$ cat config.mk
export PLATFORM = sky130hd
export DESIGN_NAME = key_value_string_validator_flat
export DESIGN_NICKNAME = d
export VERILOG_FILES = /design/src/kvsv_pkg.sv /design/src/kvsv_if.sv /design/src/kvsv_in_stage.sv /design/src/kvsv_parser.sv /design/src/kvsv_out_stage.sv /design/src/key_value_string_validator.sv /design/src/flat_wrapper.sv
export SDC_FILE = /design/constraint.sdc
export NUM_CORES = 1
export LEC_CHECK = 0
export BUFFER_PORTS_ARGS = -buffer_cell sky130_fd_sc_hd__buf_2
export CAP_MARGIN = 30
export CORE_MARGIN = 4
export CORE_UTILIZATION = 30
export CTS_CLUSTER_SIZE = 24
export DETAILED_ROUTE_END_ITERATION = 10
export RECOVER_POWER = 25
export SLEW_MARGIN = 25
export SYNTH_ARGS = -nofsm -noshare
export SYNTH_HDL_FRONTEND = slang
export SYNTH_SLANG_ARGS = --single-unit
$ cat constraint.sdc
create_clock -name clk -period 4.7 [get_ports clk]
set_clock_uncertainty 0.05 [all_clocks]
set_input_delay 0.47 -clock clk [delete_from_list [all_inputs] [get_ports clk]]
set_output_delay 0.47 -clock clk [all_outputs]
set_load 0.01 [all_outputs]
$ cat src/kvsv_pkg.sv
// ---------------------------------------------------------------------------
// kvsv_pkg
// Shared types and constants of the key/value string validator.
// ---------------------------------------------------------------------------
`timescale 1ns / 1ps
`default_nettype none

package kvsv_pkg;

  // byte codes
  localparam logic [7:0] DELIM_CHAR = 8'd92;
  localparam logic [7:0] TERM_CHAR  = 8'd0;

  // reset value of the length limit
  localparam logic [7:0] MAX_LEN_RESET = 8'd128;

  typedef logic [7:0] char_t;
  typedef logic [7:0] len_t;
  typedef logic [2:0] phase_t;

  // parse phase codes
  localparam phase_t PH_START  = 3'd0;
  localparam phase_t PH_LEAD   = 3'd1;
  localparam phase_t PH_KEY    = 3'd2;
  localparam phase_t PH_VFIRST = 3'd3;
  localparam phase_t PH_VALUE  = 3'd4;
  localparam phase_t PH_VEND   = 3'd5;
  localparam phase_t PH_SKIP   = 3'd6;

  // registered input byte handed to the parser
  typedef struct packed {
    logic  valid;
    char_t char_byte;
  } in_item_t;

  // verdict handed to the output register
  typedef struct packed {
    logic valid;
    logic string_ok;
  } verdict_t;

endpackage

`default_nettype wire

$ cat src/kvsv_if.sv
// ---------------------------------------------------------------------------
// kvsv_in_if / kvsv_out_if
// Valid/ready channels for input bytes and string verdicts.
// ---------------------------------------------------------------------------
`timescale 1ns / 1ps
`default_nettype none

interface kvsv_in_if;
  logic       valid;
  logic       ready;
  logic [7:0] char_byte;

  modport source (output valid, output char_byte, input ready);
  modport sink (input valid, input char_byte, output ready);
endinterface

interface kvsv_out_if;
  logic valid;
  logic ready;
  logic string_ok;

  modport source (output valid, output string_ok, input ready);
  modport sink (input valid, input string_ok, output ready);
endinterface

`default_nettype wire

$ cat src/kvsv_in_stage.sv
// ---------------------------------------------------------------------------
// kvsv_in_stage
// Input register: captures one byte transaction per cycle while it is empty or its byte is being taken.
// ---------------------------------------------------------------------------
`timescale 1ns / 1ps
`default_nettype none

module kvsv_in_stage (
  input  wire logic              clk,
  input  wire logic              rst_n,
  kvsv_in_if.sink                in_ch,
  input  wire logic              take,
  output kvsv_pkg::in_item_t     item
);
  import kvsv_pkg::*;

  logic  valid_r, valid_nxt;
  char_t char_r;
  logic  load;

  // register is free when empty or being consumed this cycle
  assign in_ch.ready = !valid_r || take;
  assign load        = in_ch.valid && in_ch.ready;

  always_comb begin
    valid_nxt = valid_r;
    if (load) begin
      valid_nxt = 1'b1;
    end else if (take) begin
      valid_nxt = 1'b0;
    end
  end

  always_ff @(posedge clk) begin
    if (!rst_n) begin
      valid_r <= 1'b0;
    end else begin
      valid_r <= valid_nxt;
    end
  end

  // payload
  always_ff @(posedge clk) begin
    if (load) begin
      char_r <= in_ch.char_byte;
    end
  end

  assign item.valid     = valid_r;
  assign item.char_byte = char_r;

endmodule

`default_nettype wire

$ cat src/kvsv_parser.sv
// ---------------------------------------------------------------------------
// kvsv_parser
// Key/value phase and length: one byte per cycle unless a terminator waits.
// ---------------------------------------------------------------------------
`timescale 1ns / 1ps
`default_nettype none

module kvsv_parser (
  input  wire logic              clk,
  input  wire logic              rst_n,
  input  wire logic              cfg_wr_en,
  input  wire logic [7:0]        cfg_wr_data,
  input  wire kvsv_pkg::in_item_t item,
  input  wire logic              out_free,
  output logic                   take,
  output kvsv_pkg::verdict_t     verdict
);
  import kvsv_pkg::*;

  len_t   max_len_r;
  phase_t phase_r, phase_nxt;
  len_t   len_r, len_nxt;
  logic   is_term;
  logic   is_delim;
  logic   can_begin;
  logic   can_extend;

  assign is_term  = (item.char_byte == TERM_CHAR);
  assign is_delim = (item.char_byte == DELIM_CHAR);

  // a terminator needs room in the output register
  assign take = item.valid && (!is_term || out_free);

  assign can_begin  = (max_len_r != 8'd0);
  assign can_extend = (len_r < max_len_r);

  // length limit register
  always_ff @(posedge clk) begin
    if (!rst_n) begin
      max_len_r <= MAX_LEN_RESET;
    end else if (cfg_wr_en) begin
      max_len_r <= cfg_wr_data;
    end
  end

  // next phase and length
  always_comb begin
    phase_nxt = phase_r;
    len_nxt   = len_r;
    if (is_term) begin
      phase_nxt = PH_START;
      len_nxt   = 8'd0;
    end else begin
      case (phase_r)
        PH_START: begin
          if (is_delim) begin
            phase_nxt = PH_LEAD;
          end else if (can_begin) begin
            phase_nxt = PH_KEY;
            len_nxt   = 8'd1;
          end else begin
            phase_nxt = PH_SKIP;
          end
        end
        PH_LEAD, PH_VEND: begin
          if (can_begin) begin
            phase_nxt = PH_KEY;
            len_nxt   = 8'd1;
          end else begin
            phase_nxt = PH_SKIP;
          end
        end
        PH_KEY: begin
          if (is_delim) begin
            phase_nxt = PH_VFIRST;
          end else if (can_extend) begin
            len_nxt = len_r + 8'd1;
          end else begin
            phase_nxt = PH_SKIP;
          end
        end
        PH_VFIRST: begin
          if (is_delim) begin
            phase_nxt = PH_SKIP;
          end else if (can_begin) begin
            phase_nxt = PH_VALUE;
            len_nxt   = 8'd1;
          end else begin
            phase_nxt = PH_SKIP;
          end
        end
        PH_VALUE: begin
          if (is_delim) begin
            phase_nxt = PH_VEND;
          end else if (can_extend) begin
            len_nxt = len_r + 8'd1;
          end else begin
            phase_nxt = PH_SKIP;
          end
        end
        default: begin
          phase_nxt = PH_SKIP;
        end
      endcase
    end
  end

  always_ff @(posedge clk) begin
    if (!rst_n) begin
      phase_r <= PH_START;
      len_r   <= 8'd0;
    end else if (take) begin
      phase_r <= phase_nxt;
      len_r   <= len_nxt;
    end
  end

  // verdict at the terminator
  assign verdict.valid     = take && is_term;
  assign verdict.string_ok = (phase_r == PH_VALUE) || (phase_r == PH_VEND);

endmodule

`default_nettype wire

$ cat src/kvsv_out_stage.sv
// ---------------------------------------------------------------------------
// kvsv_out_stage
// Output register holding one verdict until the sink takes it.
// ---------------------------------------------------------------------------
`timescale 1ns / 1ps
`default_nettype none

module kvsv_out_stage (
  input  wire logic              clk,
  input  wire logic              rst_n,
  input  wire kvsv_pkg::verdict_t verdict,
  output logic                   out_free,
  kvsv_out_if.source             out_ch
);
  import kvsv_pkg::*;

  logic valid_r, valid_nxt;
  logic ok_r;

  assign out_free = !valid_r || out_ch.ready;

  always_comb begin
    valid_nxt = valid_r;
    if (verdict.valid) begin
      valid_nxt = 1'b1;
    end else if (out_ch.ready) begin
      valid_nxt = 1'b0;
    end
  end

  always_ff @(posedge clk) begin
    if (!rst_n) begin
      valid_r <= 1'b0;
    end else begin
      valid_r <= valid_nxt;
    end
  end

  // payload
  always_ff @(posedge clk) begin
    if (verdict.valid) begin
      ok_r <= verdict.string_ok;
    end
  end

  assign out_ch.valid     = valid_r;
  assign out_ch.string_ok = ok_r;

endmodule

`default_nettype wire

$ cat src/key_value_string_validator.sv
// A verdict appears on the output in the cycle after the parser takes its terminator.
// Throughput: one byte per cycle while no terminator is waiting, as below.
// A terminator waits in the input register only while a prior verdict is not taken.
// Reset (synchronous, rst_n low): phase to start of string, length 0,
// length limit 128, both stage registers empty.
// ---------------------------------------------------------------------------
// key_value_string_validator
// Checks backslash-delimited key/value strings and issues one verdict each.
// ---------------------------------------------------------------------------
`timescale 1ns / 1ps
`default_nettype none

module key_value_string_validator (
  input  wire logic       clk,
  input  wire logic       rst_n,
  input  wire logic       cfg_wr_en,
  input  wire logic [7:0] cfg_wr_data,
  kvsv_in_if.sink         in_ch,
  kvsv_out_if.source      out_ch
);
  import kvsv_pkg::*;

  in_item_t item;
  verdict_t verdict;
  logic     take;
  logic     out_free;

  // input register
  kvsv_in_stage u_in_stage (
    .clk   (clk),
    .rst_n (rst_n),
    .in_ch (in_ch),
    .take  (take),
    .item  (item)
  );

  // grammar tracking
  kvsv_parser u_parser (
    .clk         (clk),
    .rst_n       (rst_n),
    .cfg_wr_en   (cfg_wr_en),
    .cfg_wr_data (cfg_wr_data),
    .item        (item),
    .out_free    (out_free),
    .take        (take),
    .verdict     (verdict)
  );

  // result register
  kvsv_out_stage u_out_stage (
    .clk      (clk),
    .rst_n    (rst_n),
    .verdict  (verdict),
    .out_free (out_free),
    .out_ch   (out_ch)
  );

endmodule

`default_nettype wire
$ cat src/flat_wrapper.sv
// flat-port wrapper written by rule: the top's interface ports become plain ports
module key_value_string_validator_flat import kvsv_pkg::*;
  (clk, rst_n, cfg_wr_en, cfg_wr_data, in_ch_valid, in_ch_char_byte, in_ch_ready, out_ch_valid, out_ch_string_ok, out_ch_ready);
  kvsv_in_if in_ch_i ();
  kvsv_out_if out_ch_i ();
  input  wire logic clk;
  input  wire logic rst_n;
  input  wire logic cfg_wr_en;
  input  wire logic [7:0] cfg_wr_data;
  input wire logic [$bits(in_ch_i.valid)-1:0] in_ch_valid;
  input wire logic [$bits(in_ch_i.char_byte)-1:0] in_ch_char_byte;
  output wire logic [$bits(in_ch_i.ready)-1:0] in_ch_ready;
  output wire logic [$bits(out_ch_i.valid)-1:0] out_ch_valid;
  output wire logic [$bits(out_ch_i.string_ok)-1:0] out_ch_string_ok;
  input wire logic [$bits(out_ch_i.ready)-1:0] out_ch_ready;
  assign in_ch_i.valid = in_ch_valid;
  assign in_ch_i.char_byte = in_ch_char_byte;
  assign in_ch_ready = in_ch_i.ready;
  assign out_ch_valid = out_ch_i.valid;
  assign out_ch_string_ok = out_ch_i.string_ok;
  assign out_ch_i.ready = out_ch_ready;
  key_value_string_validator u_core (.clk(clk), .rst_n(rst_n), .cfg_wr_en(cfg_wr_en), .cfg_wr_data(cfg_wr_data), .in_ch(in_ch_i), .out_ch(out_ch_i));
endmodule
==> impl_metrics.env, run 1 <==
export IMPL_outcome="finished, final reports clean"
export IMPL_fillCellCount=559
export IMPL_clkTransAtPathRegs_ns=0.06
export IMPL_crit_path_end_kind="primary output"
export IMPL_utilization_pct=36.0
export IMPL_hold_viol=0
export IMPL_fin_cells=276
export IMPL_portBuffers=23
export IMPL_clock_root_buffer="clkbuf_8"
export IMPL_ioPinCount=24
export IMPL_grt_max_degree=17
export IMPL_cts_sinks=30
export IMPL_area_delta_synth_final_pct=16.3
export IMPL_p_leak_nw=0.783
export IMPL_crit_required_ns=4.18
export IMPL_grt_pass1_vias=1358
export IMPL_final_cell_area_um2=1970
export IMPL_grt_pass1_wl_um=6330
export IMPL_synth_fp_nets=207
export IMPL_yosys_area_share_simple_pct=26.4
export IMPL_place_area_um2=1860
export IMPL_core_rowCount=27
export IMPL_yosysWarnings=0
export IMPL_antenna_left=0
export IMPL_drv_cap=0
export IMPL_synth_area_mux_share_pct=4.73
export IMPL_whs_path_depth=1
export IMPL_finalSetupViolCount=0
export IMPL_ys_types=51
export IMPL_power_density_nw_per_um2=305
export IMPL_diodes=0
export IMPL_htreeDepth=2
export IMPL_grt_overflow=0
export IMPL_synth_xor_area_share_pct=0.518
export IMPL_slew_headroom_pct=47.0
export IMPL_reg2reg_depth=6
export IMPL_placed_cells_incl_taps=268
export IMPL_cts_tree="yes"
export IMPL_dieArea_um2=6900
export IMPL_drc_errors=0
export IMPL_async_flop_share_pct=0
export IMPL_drtPass1Iterations=5
export IMPL_routedWlPerCell_um=13.0
export IMPL_tightest_slew_ns=0.791
export IMPL_cts_resized=0
export IMPL_synthFlopType="dfxtp_1"
export IMPL_nNetsFinal=232
export IMPL_insertion_delay_ns=0.28
export IMPL_hold_path_class="input pin to flop"
export IMPL_start_util_pct=30.9
export IMPL_syn_area_per_cell_um2=9.50
export IMPL_critPathLaunchType="flop"
export IMPL_fin_tns_setup_ns=0
export IMPL_drt_iter0_markers=135
export IMPL_core_um2=5470
export IMPL_synth_fa_ha_area_share_pct=5.92
export IMPL_cts_buffers=5
export IMPL_synthTopCellsByArea="dfxtp_1 (25%), edfxtp_1 (16%), ha_1 (5.9%)"
export IMPL_syn_inst=178
export IMPL_via_per_inst=5.24
export IMPL_post_cts_buffers=0
export IMPL_drive_above_1_share_pct=22.1
export IMPL_worst_path_max_fanout=5
export IMPL_synth_compound_area_share_pct=16.5
export IMPL_yosysTopAreaCell="dfxtp_1"
export IMPL_antenna_found_initial=0
export IMPL_rsz0062_at_grt="no"
export IMPL_synth_edff_count=9
export IMPL_ys_ff_latch=30
export IMPL_synth_seq_area_share_pct=40.8
export IMPL_wirelength_um=3580
export IMPL_vias=1446
export IMPL_fmax_mhz=399
export IMPL_rrSetupSlack_ns=2.31
export IMPL_finalCritPeriodShare_pct=53.4
export IMPL_gp_routability_congestion=0.845
export IMPL_slew_violations=0
export IMPL_holdBufCountCts=0
export IMPL_ir_worst_vdd_mv=0.203
export IMPL_arrival_ns=1.99
export IMPL_die_x_um=83.1
export IMPL_synth_top_area_share_pct=24.9
export IMPL_synth_top_family_by_area="simple AND/OR/NAND/NOR gates"
export IMPL_dieHeight_um=83.1
export IMPL_synth_area_um2=1690
export IMPL_critPathKind="flop to primary output"
export IMPL_grt_use_total_pct=11.0
export IMPL_cts_max_path_buffers=2
export IMPL_finalCriticalPeriod_ns=2.51
export IMPL_hpwl_um=2700
final timing paths:
path,startpoint,end
worst max-delay path,u_core.u_in_stage.char_r[1]$_DFFE_PP_,in_ch_ready
worst min-delay path,in_ch_char_byte[5],u_core.u_in_stage.char_r[5]$_DFFE_PP_
worst max register to register,u_core.u_parser.len_r[2]$_SDFFE_PN0P_,u_core.u_parser.len_r[6]$_SDFFE_PN0P_
worst min register to register,u_core.u_parser.len_r[7]$_SDFFE_PN0P_,u_core.u_parser.len_r[7]$_SDFFE_PN0P_
kinds of logic after synthesis:
kind of cell               count (synthesis)
and+or+nand+nor                           75
AOI/OAI and AO/OA                         37
DFF                                       30
buffers and inverters                     19
muxes                                      8
adders and majority gates                  8
xor gates and xnor gates                   1
registers in the layout, summed over array words and instances (netlist names):
register                             count
u_core.u_parser.phase_r                  3
u_core.u_out_stage.out_ch.string_ok      1
u_core.u_parser.max_len_r                8
u_core.u_in_stage.valid_r                1
u_core.u_parser.len_r                    8
u_core.u_out_stage.out_ch.valid          1
u_core.u_in_stage.char_r                 8
metal layers:
metal | vias to the layer above | global-route usage, % | part of all wire (%)
met3 | 7 | 2.68 | 7.4
met1 | 660 | 15.0 | 47
met2 | 55 | 17.2 | 44
li1 | 724 | - | -
met5 | - | 0 | 0
met4 | 0 | 3.57 | 1.3
layout by cell type, fill, tap and decap left out, types with 2 or more instances in the layout:
| cell | Yosys | layout |
|---|---|---|
| inv_1 | 14 | 14 |
| a31oi_1 | 5 | 5 |
| dfxtp_1 | 21 | 21 |
| buf_2 | 0 | 22 |
| and2_1 | 4 | 4 |
| o21ai_0 | 4 | 4 |
| a22oi_1 | 3 | 3 |
| edfxtp_1 | 9 | 9 |
| clkbuf_8 | 0 | 5 |
| nor2_4 | 2 | 2 |
| nor3_1 | 2 | 2 |
| nor4_1 | 7 | 7 |
| nand4_1 | 4 | 4 |
| or4_4 | 3 | 3 |
| and2b_2 | 2 | 2 |
| a21oi_1 | 4 | 4 |
| nand2_1 | 12 | 12 |
| ha_1 | 8 | 8 |
| o31ai_1 | 3 | 3 |
| and3_1 | 3 | 3 |
| or4b_1 | 2 | 2 |
| mux2i_1 | 8 | 8 |
| nor2_1 | 15 | 15 |
| o211ai_1 | 2 | 2 |
| clkbuf_1 | 2 | 3 |
| a211oi_1 | 4 | 4 |
| nand3_1 | 8 | 8 |
cell type report:
cell class              count  area, um2  area share [%]
well taps                  72       90.1            4.58
clock inverters             1       30.0            1.53
inverters                  14       52.6            2.67
clock buffers               7       76.3            3.88
repair buffers             23        114            5.79
flip-flops and latches     30        691            35.1
multi-input cells         129        915            46.5
critical path, stage by stage (launching register included):
cell	delay (ns)
edfxtp_1	0.38
or4_4	0.60
nor2_4	0.19
nand2_1	0.09
or2_2	0.31
buf_2	0.15
power by group:
group / internal [mW] / total [mW] / switching [mW]
registers: 0.279 / 0.290 / 0.0106
clock network: 0.158 / 0.250 / 0.0917
logic: 0.0262 / 0.0592 / 0.0330
per-stage QoR:
| stage | total power, mW | hold slack, ns | setup WS [ns] |
|---|---|---|---|
| after global placement | 0.354 | 0.450 | 2.44 |
| after floorplan | 0.337 | 0.418 | 2.58 |
| after global routing | 0.630 | 0.305 | 2.11 |
| after detailed placement | 0.355 | 0.458 | 2.36 |
| after CTS | 0.607 | 0.308 | 2.18 |
| final | 0.599 | 0.318 | 2.19 |
synth_stat cells, drive strengths merged (5+ instances only):
library cell and n:
a31oi 5, edfxtp 9, inv 14, o21ai 5
nor4 7, a211oi 5, mux2i 8, nor2 18
nand2 12, nand3 9, ha 8, dfxtp 21
and2 5
Note: power is estimated with default switching activity, not from simulation.
==> run 2: changes to the inputs <==
==> constraint.sdc (replaced) <==
create_clock -name clk -period 2.53 [get_ports clk]
set_clock_uncertainty 0.05 [all_clocks]
set_input_delay 0.253 -clock clk [delete_from_list [all_inputs] [get_ports clk]]
set_output_delay 0.253 -clock clk [all_outputs]
set_load 0.01 [all_outputs]
==> run 2 against run 1 <==
Against the previous run: sequential cell count unchanged; power increased by 71%; utilization about the same; sequential power increased by 86%; count of clock-buffer cells in the layout decreased by 2; non-clock buffer count increased by 3; critical path depth increased by 1; largest cell class unchanged.
==> impl_metrics.env, run 2 (synthesis gave the netlist of run 1 again) <==
export IMPL_cts_resized=0
export IMPL_slew_headroom_pct=46.8
export IMPL_die_x_um=83.1
export IMPL_placed_cells_incl_taps=271
export IMPL_regToRegStartpoint="u_core.u_parser.len_r[2]$_SDFFE_PN0P_"
export IMPL_clkPwrFrac_pct=36.4
export IMPL_finalCritPeriodShare_pct=92.0
export IMPL_fin_tns_setup_ns=0
export IMPL_hold_viol=0
export IMPL_utilization_pct=36.0
export IMPL_grt_max_degree=17
export IMPL_top_regs="u_core.u_in_stage.char_r: 8 flops, u_core.u_parser.len_r: 8 flops, u_core.u_parser.max_len_r: 8 flops"
export IMPL_crit_path_end_kind="flop"
export IMPL_p_int_uw=757
export IMPL_rrSetupSlack_ns=0.20
export IMPL_fin_cells=279
export IMPL_worst_path_max_fanout=7
export IMPL_cpPeakStageDelay_ns=0.52
export IMPL_crit_start="u_core.u_parser.len_r[2]$_SDFFE_PN0P_"
export IMPL_p_sw_share_pct=26.1
export IMPL_cts_max_path_buffers=2
export IMPL_start_util_pct=30.9
export IMPL_critPathSlowestCell="or4b_1"
export IMPL_p_leak_nw=0.787
export IMPL_core_um2=5470
export IMPL_p_comb_share_pct=11.0
export IMPL_slew_violations=0
export IMPL_routedWlPerCell_um=13.5
export IMPL_final_common_cell="buf_2"
export IMPL_ioPinCount=24
export IMPL_reg2reg_depth=6
export IMPL_dieHeight_um=83.1
export IMPL_area_delta_synth_final_pct=16.4
export IMPL_grt_overflow=0
export IMPL_grt_use_total_pct=11.5
export IMPL_pre_cts_slack_ns=0.252
export IMPL_rsz0062_at_grt="no"
export IMPL_cts_buffers=5
export IMPL_htreeDepth=2
export IMPL_drtPass1Iterations=4
export IMPL_pwr_share_seq_pct=52.6
export IMPL_arrival_ns=2.48
export IMPL_clock_root_buffer="clkbuf_8"
export IMPL_final_cell_mix="buf_2 (22), dfxtp_1 (21), nor2_1 (15)"
export IMPL_drv_cap=0
export IMPL_regArea_um2=691
export IMPL_finalWorstSetupSlack_ns=0.202
export IMPL_tightest_slew_ns=0.793
export IMPL_crit_buf_inv=0
export IMPL_drc_errors=0
export IMPL_multi_input_area_um2=915
export IMPL_ir_worst_vdd_mv=0.277
export IMPL_gp_routability_congestion=0.868
export IMPL_drt_iter0_markers=107
export IMPL_finalSetupViolCount=0
export IMPL_cts_sinks=30
export IMPL_dieArea_um2=6900
export IMPL_nNetsFinal=235
export IMPL_critPathLaunchType="flop"
export IMPL_grt_pass1_wl_um=6510
export IMPL_power_switching_uw=267
export IMPL_wirelength_um=3770
export IMPL_finalCriticalPeriod_ns=2.33
export IMPL_fmax_mhz=430
export IMPL_insertion_delay_ns=0.28
export IMPL_antenna_found_initial=0
export IMPL_outcome="finished, final reports clean"
export IMPL_hold_path_class="input pin to flop"
export IMPL_clkTransAtPathRegs_ns=0.07
export IMPL_holdBufCountCts=0
export IMPL_whs_path_depth=1
export IMPL_drive_above_1_share_pct=23.7
export IMPL_diodes=0
export IMPL_min_from="in_ch_char_byte[2]"
export IMPL_fillCellCount=584
export IMPL_post_cts_buffers=0
export IMPL_crit_cells=6
export IMPL_grt_pass1_vias=1375
export IMPL_power_density_nw_per_um2=520
export IMPL_critPathTopFamily="compound AO/OA/AOI/OAI gates"
export IMPL_antenna_left=0
export IMPL_cts_tree="yes"
export IMPL_via_per_inst=5.06
export IMPL_crit_chain="ha_1 > a211oi_1 > o21ai_1 > a211o_1 > or4b_1 > a31oi_1"
export IMPL_core_rowCount=27
export IMPL_fin_hold_ws_ns=0.0963
export IMPL_crit_required_ns=2.69
export IMPL_vias=1413
export IMPL_critPathKind="flop to flop"
export IMPL_hpwl_um=2820
export IMPL_portBuffers=23
run 2: cell count changes in the layout (fill, tap and decap cells not counted), sizes merged:
| cell | delta |
|---|---|
| buf | +3 |
| clkbuf | -2 |
| clkinv | +2 |
| bufinv | -1 |
| clkinvlp | +1 |
run 2: power by group through the flow:
stage / Sequential, mW / Combinational (mW) / Clock (mW)
2_1_floorplan: 0.542 / 0.0843 / 0
3_3_place_gp: 0.549 / 0.111 / 0
3_5_place_dp: 0.549 / 0.112 / 0
4_1_cts: 0.538 / 0.113 / 0.386
5_1_grt: 0.542 / 0.126 / 0.408
6_report: 0.539 / 0.112 / 0.373
run 2: worst paths after layout:
path | to
setup reg to reg | u_core.u_parser.len_r[4]$_SDFFE_PN0P_
hold reg to reg | u_core.u_parser.max_len_r[0]$_SDFFE_PN0P_
setup / recovery | u_core.u_parser.len_r[4]$_SDFFE_PN0P_
hold / removal | u_core.u_in_stage.char_r[2]$_DFFE_PP_
run 2: layout make-up:
cell class | instances | area share (%)
tap | 72 | 4.57
multi-input combinational | 129 | 46.4
clock buffer | 5 | 3.49
inverter | 14 | 2.67
clock inverter | 3 | 0.826
timing repair buffer | 26 | 6.93
sequential | 30 | 35.1
run 2: stage by stage:
step,power (mW),instance area (um2)
floorplan,0.626,1690
global placement,0.660,1890
detailed placement,0.661,1890
CTS,1.04,1970
global route,1.08,1970
finish,1.02,1970
run 2: routing by layer:
layer / wire length (um) / global-route usage, % / share of wire [%]
met1: 1840 / 14.7 / 49
met2: 1670 / 18.6 / 44
met3: 199 / 2.98 / 5.3
met4: 59 / 4.16 / 1.6
met5: 0 / 0 / 0
